## config.mk

```make
export PLATFORM = sky130hd
export DESIGN_NAME = kef_front
export DESIGN_NICKNAME = d
export VERILOG_FILES = /design/src/rtl/core/kef_pkg.sv /design/src/rtl/core/kef_front.sv
export SDC_FILE = /design/constraint.sdc
export NUM_CORES = 1
export LEC_CHECK = 0
export BUFFER_PORTS_ARGS = -buffer_cell sky130_fd_sc_hd__buf_2
export CAP_MARGIN = 20
export CORE_AREA = 3 3 94 96
export DETAILED_ROUTE_END_ITERATION = 8
export DIE_AREA = 0 0 97 99
export PLACE_DENSITY = 0.62
export SLEW_MARGIN = 5
export SYNTH_ARGS = -nofsm -noshare
export SYNTH_HDL_FRONTEND = slang
export SYNTH_SLANG_ARGS = --single-unit
```

## constraint.sdc

```tcl
create_clock -name clk -period 3 [get_ports clk]
set_input_delay 0.15 -clock clk [delete_from_list [all_inputs] [get_ports clk]]
set_output_delay 0.15 -clock clk [all_outputs]
set_load 0.005 [all_outputs]
```

## src/rtl/core/kef_pkg.sv

```systemverilog
// Shared types and constants for the Kruskal edge union-find block.
// Holds the request and result payload structs and the queue entry type.
// No dependencies.
package kef_pkg;

    localparam int VERTICES    = 1024;
    localparam int VIDX_W      = $clog2(VERTICES);
    localparam int VERT_W      = 10;
    localparam int WEIGHT_W    = 16;
    localparam int COST_W      = 27;
    localparam int QUEUE_DEPTH = 2;
    localparam int QPTR_W      = $clog2(QUEUE_DEPTH);
    localparam int QCNT_W      = $clog2(QUEUE_DEPTH + 1);

    localparam logic [COST_W-1:0] COST_MAX = {COST_W{1'b1}};

    typedef logic [VIDX_W-1:0] vidx_t;

    typedef struct packed {
        logic [VERT_W-1:0]   vertex_a;
        logic [VERT_W-1:0]   vertex_b;
        logic [WEIGHT_W-1:0] weight;
        logic                last_edge;
    } edge_t;

    typedef struct packed {
        logic              accepted;
        logic [VERT_W-1:0] tree_a;
        logic [VERT_W-1:0] tree_b;
        logic [COST_W-1:0] total_cost;
        logic              graph_done;
    } result_t;

    // One queued request after classification by the front end.
    typedef struct packed {
        edge_t edge_item;
        vidx_t idx_a;
        vidx_t idx_b;
        logic  self_loop;
    } job_t;

    // Endpoints beyond the store wrap around modulo the vertex count.
    function automatic vidx_t to_index(input logic [VERT_W-1:0] v);
        return vidx_t'(v % VERTICES);
    endfunction

endpackage

```

## src/rtl/core/kef_front.sv

```systemverilog
// Front end: accepts edge requests, reduces endpoints to store indexes, flags
// self loops and holds them in a short queue for the back end.
// Depends on kef_pkg.
module kef_front
    import kef_pkg::*;
(
    input  logic  clk,
    input  logic  rst_n,
    input  logic  edge_valid,
    output logic  edge_ready,
    input  edge_t edge_data,
    output logic  job_valid,
    output job_t  job,
    input  logic  pop
);

    job_t              q_reg [QUEUE_DEPTH];
    logic [QPTR_W-1:0] wr_ptr_reg;
    logic [QPTR_W-1:0] rd_ptr_reg;
    logic [QCNT_W-1:0] cnt_reg;
    logic              push;
    job_t              incoming;

    assign edge_ready = (cnt_reg != QCNT_W'(QUEUE_DEPTH));
    assign push       = edge_valid && edge_ready;
    assign job_valid  = (cnt_reg != '0);
    assign job        = q_reg[rd_ptr_reg];

    always_comb
    begin
        incoming.edge_item = edge_data;
        incoming.idx_a     = to_index(edge_data.vertex_a);
        incoming.idx_b     = to_index(edge_data.vertex_b);
        incoming.self_loop = (incoming.idx_a == incoming.idx_b);
    end

    always_ff @(posedge clk)
    begin
        if (push)
        begin
            q_reg[wr_ptr_reg] <= incoming;
        end
    end

    always_ff @(posedge clk or negedge rst_n)
    begin
        if (!rst_n)
        begin
            wr_ptr_reg <= '0;
            rd_ptr_reg <= '0;
            cnt_reg    <= '0;
        end
        else
        begin
            if (push)
            begin
                wr_ptr_reg <= (wr_ptr_reg == QPTR_W'(QUEUE_DEPTH - 1)) ? '0 : wr_ptr_reg + 1'b1;
            end
            if (pop)
            begin
                rd_ptr_reg <= (rd_ptr_reg == QPTR_W'(QUEUE_DEPTH - 1)) ? '0 : rd_ptr_reg + 1'b1;
            end
            if (push && !pop)
            begin
                cnt_reg <= cnt_reg + 1'b1;
            end
            else if (pop && !push)
            begin
                cnt_reg <= cnt_reg - 1'b1;
            end
        end
    end

`ifndef NO_ASSERTIONS
    a_pop_nonempty: assert property (@(posedge clk) disable iff (!rst_n)
        pop |-> cnt_reg != '0)
        else $error("queue popped while empty");
`endif

endmodule

```

# Word level (Yosys, flattened, before mapping)
# Memory sizes are Yosys's and may differ from the RTL's.
# Cells that the tools add are included.
# classes
addsub	4
n_eq_ne	2
muxes	6
reduce_logical	7
# ops
op	n
$eq A10 B10 Y1	1
$mux W1	4
$mux W2	2
$reduce_bool A2 Y1	2
$logic_and A1 B1 Y1	3
$add A1 B1 Y1 const B	2
$add A2 B1 Y2 const B	1
$logic_not A1 Y1	2
$ne A2 B2 Y1 const B	1
$sub A2 B1 Y2 const B	1
# totals
ff_bits	4
mem_bits_rw	116
input_bits	41
out_inout_bits	60
n_memories	1
# mem_list
name	depth	word_bits	read_ports	rd_clocked_by_memory_dff	write_ports	line	rtl
q_reg	2	58	1	0	1	kef_front.sv:17	job_t q_reg [QUEUE_DEPTH];

# Logic depth before layout (Yosys ltp)
# Gate-level depths: netlist (run 1).
# logic_depth
word_depth	6
mapped_depth	7
mapped_depth_nobuf	7

# Worst setup path before layout (run 1)
# Ideal clock, no wire load.
# synth_path
kind	flip-flop to flip-flop
from	reg cnt_reg[0]
to	mem q_reg[0][0] (netlist bit), enable pin
arrival_ns	2.252
setup_slack_ns	0.315
stages_incl_launch_ff	4
synth_period_minus_slack_ns	2.685
path_cell_list	dfrtp_1 nand2b_1 nand2_1 nor2_1
# synth_via
elab_chain_cells	4
# synth_rtl
item	line	rtl
from (decl)	kef_front.sv:20	logic [QCNT_W-1:0] cnt_reg;
from (signal assigned)	kef_front.sv:65	cnt_reg <= cnt_reg + 1'b1;
from (signal assigned)	kef_front.sv:69	cnt_reg <= cnt_reg - 1'b1;
$ne A2 B2 Y1	kef_front.sv:24	assign edge_ready = (cnt_reg != QCNT_W'(QUEUE_DEPTH));
named net edge_ready	kef_front.sv:10	output logic edge_ready,
$logic_and A1 B1 Y1	kef_front.sv:25	assign push = edge_valid && edge_ready;
$mux W1	kef_front.sv:39	if (push)
$mux W1 (implied by the code)	kef_front.sv:41	q_reg[wr_ptr_reg] <= incoming;
to (decl)	kef_front.sv:17	
# The timed path passes the listed nets, and every way through them passes these cells.

==> results of run 1 <==
[worst paths after layout]
path	start	cells past startpoint	to	slack [ns]
max	rd_ptr_reg	3	job[30]	0.92
min	edge_data[18]	1	q_reg[0][39]	0.02
max reg2reg	cnt_reg[0]	4	q_reg[0][34]	1.23
min reg2reg	cnt_reg[1]	1	cnt_reg[1]	0.49
max in group asynchronous	rst_n	2	rd_ptr_reg	2.73
min in group asynchronous	rst_n	2	cnt_reg[1]	0.14
[Yosys cell counts]
| cell | instances | area (µm²) |
|---|---|---|
| and3_1 | 1 | 6.260 |
| buf_4 | 22 | 165.2 |
| buf_6 | 1 | 11.26 |
| buf_8 | 1 | 15.01 |
| dfrtp_1 | 4 | 100.1 |
| edfxtp_1 | 76 | 2282 |
| ha_1 | 1 | 12.51 |
| inv_1 | 2 | 7.510 |
| mux2_2 | 28 | 315.3 |
| mux2_4 | 10 | 150.1 |
| nand2_1 | 1 | 3.750 |
| nand2b_1 | 1 | 6.260 |
| nand4_1 | 2 | 12.51 |
| nor2_1 | 2 | 7.510 |
| nor4_1 | 1 | 6.260 |
| or2_2 | 1 | 6.260 |
| xnor2_1 | 10 | 87.58 |
| xor2_1 | 5 | 43.79 |
[power by group through the flow]
stage	clock [µW]	sequential, µW	combinational [µW]
floorplan	0	1610	877
global placement	0	1670	1160
detailed placement	0	1680	1170
CTS	849	1660	1200
global route	899	1690	1270
finish	829	1650	1160
[area by class of cell]
class | instances | area, µm²
Clock inverter | 6 | 83.83
Timing Repair Buffer | 123 | 735.7
Tap cell | 105 | 131.4
Clock buffer | 10 | 127.6
Multi-Input combinational cell | 63 | 666.9
Inverter | 2 | 7.507
Fill cell | 698 | 3998
Sequential cell | 80 | 2384
[critical path: cells and delay by family, from the launching register on]
family	cells	cell delay, ns
DFF	1	0.67
buffers and inverters	2	0.51
muxes	1	0.39
[cells by family (layout without fill, tap and decap cells)]
kind of cell  count (synthesis)  in the layout  share of synthesized area, %
xor+xnor                     15             15                         4.055
fa+ha+maj                     1              1                        0.3862
buf+inv                      26            141                         6.141
flops                        80             80                         73.54
mux                          38             38                         14.37
simple gates                  9              9                         1.507
[routing by layer]
layer / up-vias / share of wire, %
li1: 833 / -
met1: 826 / 39
met2: 50 / 54
met3: 11 / 4.7
met4: 0 / 2.2
met5: - / 0
[what timing repair did]
| item | 4_1_cts | 5_1_grt |
|---|---|---|
| endpoints found under the hold margin | 41 | 0 |
| hold buffers | 20 | 0 |
| gates resized for setup | 0 | 0 |
[stage by stage]
step / setup slack, ns / cell area [µm²] / utilization [%] / hold slack (ns)
final: 0.9211 / 4136 / 50.85 / 0.02177
after global routing: 0.8071 / 4136 / 50.85 / 0.002582
after CTS: 0.8726 / 4136 / 50.85 / 0.003058
after detailed placement: 1.208 / 3725 / 45.79 / -0.03303
after global placement: 1.226 / 3725 / 45.79 / -0.03637
after floorplan: 0.3147 / 3239 / - / -0.1456
==> out/qor.tcl, run 1 <==
set qor(power.share.switching_pct) 27.80
set qor(layout_worst_path_cycle_share_pct) 69.30
set qor(chipWidth_um) 97
set qor(critical_path_peak_fanout) 19
set qor(grt.overflow.total) 0
set qor(syn_nets) 211
set qor(internal_power_uw) 2625
set qor(critical_path_arrival_ns) 1.93
set qor(worstSetupPathType) {reg -> out}
set qor(clock_tree.htree_level_count) 3
set qor(drt-total-wl_um) 5625
set qor(drive_gt1_share_pct) 55.99
set qor(timing.critical_path.cells) {buf_4 > mux2_2 > buf_2}
set qor(cts.sinks) 80
set qor(postCtsSetupBuffers) 0
set qor(worst-endpoint-required_ns) 2.85
set qor(stdcell_count) 389
set qor(timing.max_cap.violations) 0
set qor(dpl.hpwl_um) 3779
set qor(gr-usage-all-layers_pct) 12.44
set qor(hold_class) {in -> reg}
set qor(rsz0062_at_grt) {false}
set qor(ant_nets) 0
set qor(time_the_final_worst_path_needs_with_i_o_delays_and_setup_ns) 2.079
set qor(input_output_buffers) 100
set qor(ctsLongestPathBuffers) 2
set qor(slew_viol_final) 0
set qor(fmax_ghz) 0.4810
set qor(power_switching_uw) 1011
set qor(syn_area_mm2) 0.003239
set qor(crit_path_start_kind) {flip-flop}
set qor(power_frac_seq_pct) 45.4
set qor(synth.distinct_cells) 18
set qor(die-height_um) 99
set qor(top_usage_layer) {met2}
set qor(cts_root_buffer) {clkbuf_8}
set qor(setup_failing_eps_final) 0
set qor(drt_drc_violations_left) 0
set qor(run_status) {finished, final reports clean}
set qor(max_stage_delay_ns) 0.67
set qor(die-area_mm2) 0.009603
set qor(final_nets) 321
set qor(grt_pass1_vias) 1829
set qor(pwr_density_cell_mw_per_mm2) 879.0
set qor(syn-instance-count) 169
set qor(worst_slew_margin_rel_pct) 40.05
set qor(vdd_drop_max_mv) 0.3087
set qor(pwr-share-clk_pct) 22.8
set qor(worst_skew_pair.late_latency_ns) 0.34
set qor(mostFrequentLayoutCells) {100 x buf_2, 76 x edfxtp_1, 28 x mux2_2}
set qor(antenna_found_initial) 0
set qor(clock_skew_ns) 0.007917
set qor(dp_cells) 353
set qor(postSynthAreaPerCell_um2) 19.17
set qor(starting_density_of_the_core_pct) 39.82
set qor(dr.pass1.iters) 4
set qor(number_of_flip_flops_in_the_largest_register) 76
set qor(ys.warnings.count) 0
set qor(final_common_cell) {buf_2}
set qor(worst_path_max_delay_cell) {dfrtp_2}
set qor(cts_buffers) 9
set qor(cellLeakagePower_uw) 0.001619
set qor(ys_ff_latch) 80
set qor(worst_slew_pin_slew_ns) 0.8992
set qor(wire_length_of_the_first_global_routing_pass_um) 9114
set qor(use_met1_pct) 13.09
set qor(core_region_area_mm2) 0.008134
set qor(ios) 101
set qor(synth_sequential_area_ratio_pct) 73.54
set qor(floorplan.rows) 33
set qor(wire_per_inst_um) 14.46
set qor(combinationalPowerShare_pct) 31.8
set qor(timing_hold_violations_final) 0
set qor(dr_total_vias) 1720
set qor(grt.met3_usage_pct) 2.760
set qor(post_drt_via_cell_ratio) 4.422
set qor(clk_pin_slew_ns) 0.08
set qor(total_power_uw) 3636
set qor(fin_setup_tns_ns) 0
set qor(antenna_cells) 0
set qor(use_met2_pct) 22.88
set qor(grt_max_degree) 39
set qor(gp_routability_congestion) 0.6953
set qor(area.growth.synth_to_final_pct) 27.69
set qor(drt_iter0_drc) 68
set qor(endpoint_kind) {output pin}
set qor(tritoncts) {done}
Power figures use the tool's default switching activity.
==> inputs of run 2 (changes only) <==
Clock period 3 ns to 2 ns, I/O delays scaled along.
==> out/qor.tcl, run 2 (synthesis results as in run 1) <==
set qor(run_status) {finished, final reports clean}
set qor(die-height_um) 99
set qor(rsz0062_at_grt) {false}
set qor(r2r-start) {cnt_reg[0]}
set qor(fin_setup_tns_ns) 0
set qor(post_drt_via_cell_ratio) 4.396
set qor(timing_hold_violations_final) 0
set qor(vdd_drop_max_mv) 0.5607
set qor(antenna_cells) 0
set qor(ant_nets) 0
set qor(critical_path_peak_fanout) 32
set qor(time_the_final_worst_path_needs_with_i_o_delays_and_setup_ns) 1.738
set qor(gp_routability_congestion) 0.6731
set qor(ctsResizeCount) 0
set qor(drt-total-wl_um) 5784
set qor(mostFrequentLayoutCells) {100 x buf_2, 76 x edfxtp_1, 39 x dlygate4sd3_1}
set qor(cts_root_buffer) {clkbuf_8}
set qor(crit_path_start_kind) {flip-flop}
set qor(final_nets) 342
set qor(core_region_area_mm2) 0.008134
set qor(grt_max_degree) 33
set qor(wire_length_of_the_first_global_routing_pass_um) 9232
set qor(clock_tree.htree_level_count) 3
set qor(drt_iter0_drc) 50
set qor(cts.sinks) 80
set qor(timing.max_cap.violations) 0
set qor(grt.overflow.total) 0
set qor(number_of_flip_flops_in_the_largest_register) 76
set qor(worst_slew_margin_rel_pct) 76.36
set qor(fmax_ghz) 0.5753
set qor(ios) 101
set qor(clock_skew_ns) 0.008455
set qor(die-area_mm2) 0.009603
set qor(total_power_uw) 5223
set qor(layout_worst_path_cycle_share_pct) 86.91
set qor(ctsLongestPathBuffers) 2
set qor(final_area_mm2) 0.004284
set qor(floorplan.rows) 33
set qor(pwr_density_cell_mw_per_mm2) 1219
set qor(area.growth.synth_to_final_pct) 32.25
set qor(critical_path_arrival_ns) 1.64
set qor(dr_total_vias) 1798
set qor(slew_viol_final) 0
set qor(starting_density_of_the_core_pct) 39.82
set qor(drt_drc_violations_left) 0
set qor(cts_buffers) 9
set qor(worst_slew_pin_slew_ns) 0.3546
set qor(drive_gt1_share_pct) 52.63
set qor(final_common_cell) {buf_2}
set qor(worst-endpoint-required_ns) 1.90
set qor(rr_worst_depth) 7
set qor(antenna_found_initial) 0
set qor(postCtsSetupBuffers) 0
set qor(hold_class) {in -> async}
set qor(critical_path.reg2reg.endpoint) {cnt_reg[1]}
set qor(grt_pass1_vias) 1886
set qor(clk_pin_slew_ns) 0.07
set qor(worstSetupPathType) {reg -> out}
set qor(cellLeakagePower_uw) 0.001690
set qor(reg2reg_setup_slack_ns) 0.48
set qor(endpoint_kind) {output pin}
set qor(worst_skew_pair.late_latency_ns) 0.34
set qor(wire_per_inst_um) 14.14
set qor(dpl.hpwl_um) 4009
set qor(tritoncts) {done}
set qor(input_output_buffers) 100
set qor(setup_failing_eps_final) 0
set qor(chipWidth_um) 97
set qor(gr-usage-all-layers_pct) 12.54
set qor(post_dp_cell_area_mm2) 0.003740
set qor(dr.pass1.iters) 4
-- run 2: changes by cell type in the layout (fill, tap and decap cells not counted), sizes merged --
cell / previous run / this run
dlygate4sd3: 20 / 39
buf: 103 / 105
bufinv: 2 / 0
clkbuf: 10 / 11
clkinv: 2 / 3
clkinvlp: 2 / 1
-- run 2: worst max path at each step --
stage / from / to / slack (ns) / cells past startpoint
4_1_cts: rd_ptr_reg / job[20] / 0.23 / 3
3_3_place_gp: cnt_reg[0] / q_reg[0][37] / 0.55 / 4
3_5_place_dp: cnt_reg[0] / cnt_reg[1] / 0.50 / 7
6_report: rd_ptr_reg / job[20] / 0.26 / 3
5_1_grt: rd_ptr_reg / job[57] / 0.19 / 3
2_1_floorplan: cnt_reg[0] / q_reg[1][0] / 0.07 / 2
-- run 2: per-layer routing --
layer  global-route usage [%]  vias up  wire (µm)
li1                         -      875          -
met1                    14.02      861       2293
met2                    22.24       50       3124
met3                    2.548       12        230
met4                    7.235        0        134
met5                        0        -          0
-- run 2: what timing repair did --
action	in CTS	in global routing
endpoints found under the setup margin	0	0
hold buffers	39	0
endpoints found under the hold margin	79	0
-- run 2: through the flow --
stage / worst slack [ns] / hold WS (ns) / util, % / cells
floorplan: 0.07464 / -0.1956 / - / 169
global placement: 0.5511 / -0.08508 / 45.98 / 355
detailed placement: 0.4963 / -0.08669 / 45.98 / 355
CTS: 0.2318 / 0.1057 / 52.67 / 409
global route: 0.1872 / 0.1231 / 52.67 / 409
finish: 0.2617 / 0.1155 / 52.67 / 409
-- run 2: cell type report --
class | count | area (µm²)
Sequential cell | 80 | 2384
Clock inverter | 4 | 22.52
Fill cell | 705 | 3850
Timing Repair Buffer | 144 | 940.9
Clock buffer | 11 | 131.4
Multi-Input combinational cell | 63 | 666.9
Tap cell | 105 | 131.4
Inverter | 2 | 7.507
-- run 2: critical path: stages (launching register included) --
cell and delay (ns):
dfrtp_2 0.51, buf_12 0.26, mux2_2 0.39, buf_2 0.13
-- run 2: power by group --
group | total, µW | leakage [µW] | switching [µW] | internal [µW]
Sequential | 2440 | 0.000752 | 142 | 2290
Combinational | 1840 | 0.000859 | 845 | 991
Clock | 951 | 0.0000789 | 513 | 438
Total | 5220 | 0.00169 | 1500 | 3720
==> inputs of run 3 (changes only) <==
Settings changed: CORE_AREA 3 3 94 96 to 3 3 84 86, DIE_AREA 0 0 97 99 to 0 0 87 89, PLACE_DENSITY 0.62 to 0.76.
==> out/qor.tcl, run 3 (synthesis results as in run 1) <==
set qor(wire_length_of_the_first_global_routing_pass_um) 9432
set qor(drt_iter0_drc) 50
set qor(timing.critical_path.cells) {buf_4 > mux2_2 > buf_2}
set qor(crit_path_start_kind) {flip-flop}
set qor(gp_routability_congestion) 0.6774
set qor(die-area_mm2) 0.007743
set qor(antenna_found_initial) 0
set qor(worst_slew_margin_rel_pct) 75.56
set qor(crit_start) {rd_ptr_reg}
set qor(die-height_um) 89
set qor(cellLeakagePower_uw) 0.001723
set qor(run_status) {finished, final reports clean}
set qor(grt_pass1_vias) 1978
set qor(critical_path_arrival_ns) 1.57
set qor(drt-total-wl_um) 6078
set qor(tritoncts) {done}
set qor(cts_buffers) 9
set qor(post_dp_cell_area_mm2) 0.003710
set qor(drive_gt1_share_pct) 53.29
set qor(cts.sinks) 80
set qor(final_area_mm2) 0.004343
set qor(worst_skew_pair.late_latency_ns) 0.34
set qor(post_drt_via_cell_ratio) 4.919
set qor(dpl.hpwl_um) 3644
set qor(fmax_ghz) 0.5997
set qor(stdcell_count) 381
set qor(chipWidth_um) 87
set qor(ios) 101
set qor(fin_setup_tns_ns) 0
set qor(antenna_cells) 0
set qor(grt_max_degree) 39
set qor(ant_nets) 0
set qor(cts_root_buffer) {clkbuf_8}
set qor(worstSetupPathType) {reg -> out}
set qor(slew_viol_final) 0
set qor(vdd_drop_max_mv) 0.8950
set qor(starting_density_of_the_core_pct) 51.01
set qor(gr-usage-all-layers_pct) 16.70
set qor(time_the_final_worst_path_needs_with_i_o_delays_and_setup_ns) 1.667
set qor(critical_path_peak_fanout) 22
set qor(mostFrequentLayoutCells) {100 x buf_2, 76 x edfxtp_1, 39 x dlygate4sd3_1}
set qor(ctsLongestPathBuffers) 2
set qor(worst_slew_pin_slew_ns) 0.3666
set qor(clk_pin_slew_ns) 0.08
set qor(rsz0062_at_grt) {false}
set qor(area.growth.synth_to_final_pct) 34.07
set qor(floorplan.rows) 29
set qor(endpoint_kind) {output pin}
set qor(r2r-start) {cnt_reg[0]}
set qor(dr.pass1.iters) 4
set qor(timing.max_cap.violations) 0
set qor(number_of_flip_flops_in_the_largest_register) 76
set qor(grt.overflow.total) 0
set qor(timing_hold_violations_final) 0
set qor(wire_per_inst_um) 15.95
set qor(worst-endpoint-required_ns) 1.90
set qor(input_output_buffers) 100
set qor(final_common_cell) {buf_2}
set qor(dp_cells) 326
set qor(hold_class) {in -> async}
set qor(setup_failing_eps_final) 0
set qor(pwr_density_cell_mw_per_mm2) 1312
set qor(clock_tree.htree_level_count) 3
set qor(drt_drc_violations_left) 0
set qor(final_nets) 341
set qor(worst_path_max_delay_cell) {mux2_2}
set qor(max_stage_delay_ns) 0.41
set qor(layout_worst_path_cycle_share_pct) 83.37
set qor(dr_total_vias) 1874
set qor(clock_skew_ns) 0.006704
set qor(core_region_area_mm2) 0.006350
-- run 3: cell types whose count changed in the layout (fill, tap and decap cells not counted) --
cell	delta
bufinv_16	+3
clkbuf_1	-2
inv_6	+1
clkinv_2	-2
buf_12	+1
clkinvlp_4	+1
buf_4	-2
-- run 3: path summary, 6_finish.rpt --
| kind | slack [ns] | cells past startpoint | to |
|---|---|---|---|
| min in group clk | 0.17 | 3 | wr_ptr_reg |
| hold reg to reg | 0.51 | 1 | cnt_reg[1] |
| hold / removal | 0.09 | 2 | wr_ptr_reg |
| setup reg to reg | 0.44 | 7 | cnt_reg[1] |
| max in group asynchronous | 1.77 | 2 | rd_ptr_reg |
| setup / recovery | 0.33 | 3 | job[46] |
-- run 3: worst max-delay path: cells and delay by family, from the launching register on --
kind / cells / cell delay, ns
buffers and inverters: 2 / 0.45
flip-flops: 1 / 0.36
multiplexers: 1 / 0.41
-- run 3: timing repair --
action | in CTS | in global routing
endpoints found under the hold margin | 79 | 0
hold buffers | 39 | 0
buffers inserted | 0 | 0
resized for setup | 0 | 0
-- run 3: layer usage --
metal	track usage (%)	wire [µm]	up-vias
li1	-	-	876
met1	18.68	2330	903
met2	29.74	3173	83
met3	4.055	445	12
met4	8.499	128	0
met5	0	0	-
-- run 3: through the flow --
stage | power, µW | util [%] | setup WS, ns | hold slack, ns
4_1_cts | 5724 | 68.39 | 0.3157 | 0.06731
3_3_place_gp | 4241 | 58.42 | 0.4949 | -0.08891
2_1_floorplan | 3741 | - | 0.07464 | -0.1956
6_report | 5696 | 68.39 | 0.3326 | 0.09310
5_1_grt | 6022 | 68.39 | 0.2441 | 0.1004
3_5_place_dp | 4274 | 58.42 | 0.4434 | -0.08591
-- run 3: final cells by class --
cell class,instances,area (µm²)
sequential,80,2384
fill,424,2007
timing repair buffer,143,945.9
multi-input combinational,63,666.9
clock buffer,9,123.9
clock inverter,7,118.9
tap,77,96.34
inverter,2,7.507
-- run 3: where the power goes --
group	internal (µW)	switching (µW)
combinational	998	895
clock	830	565
sequential	2290	115
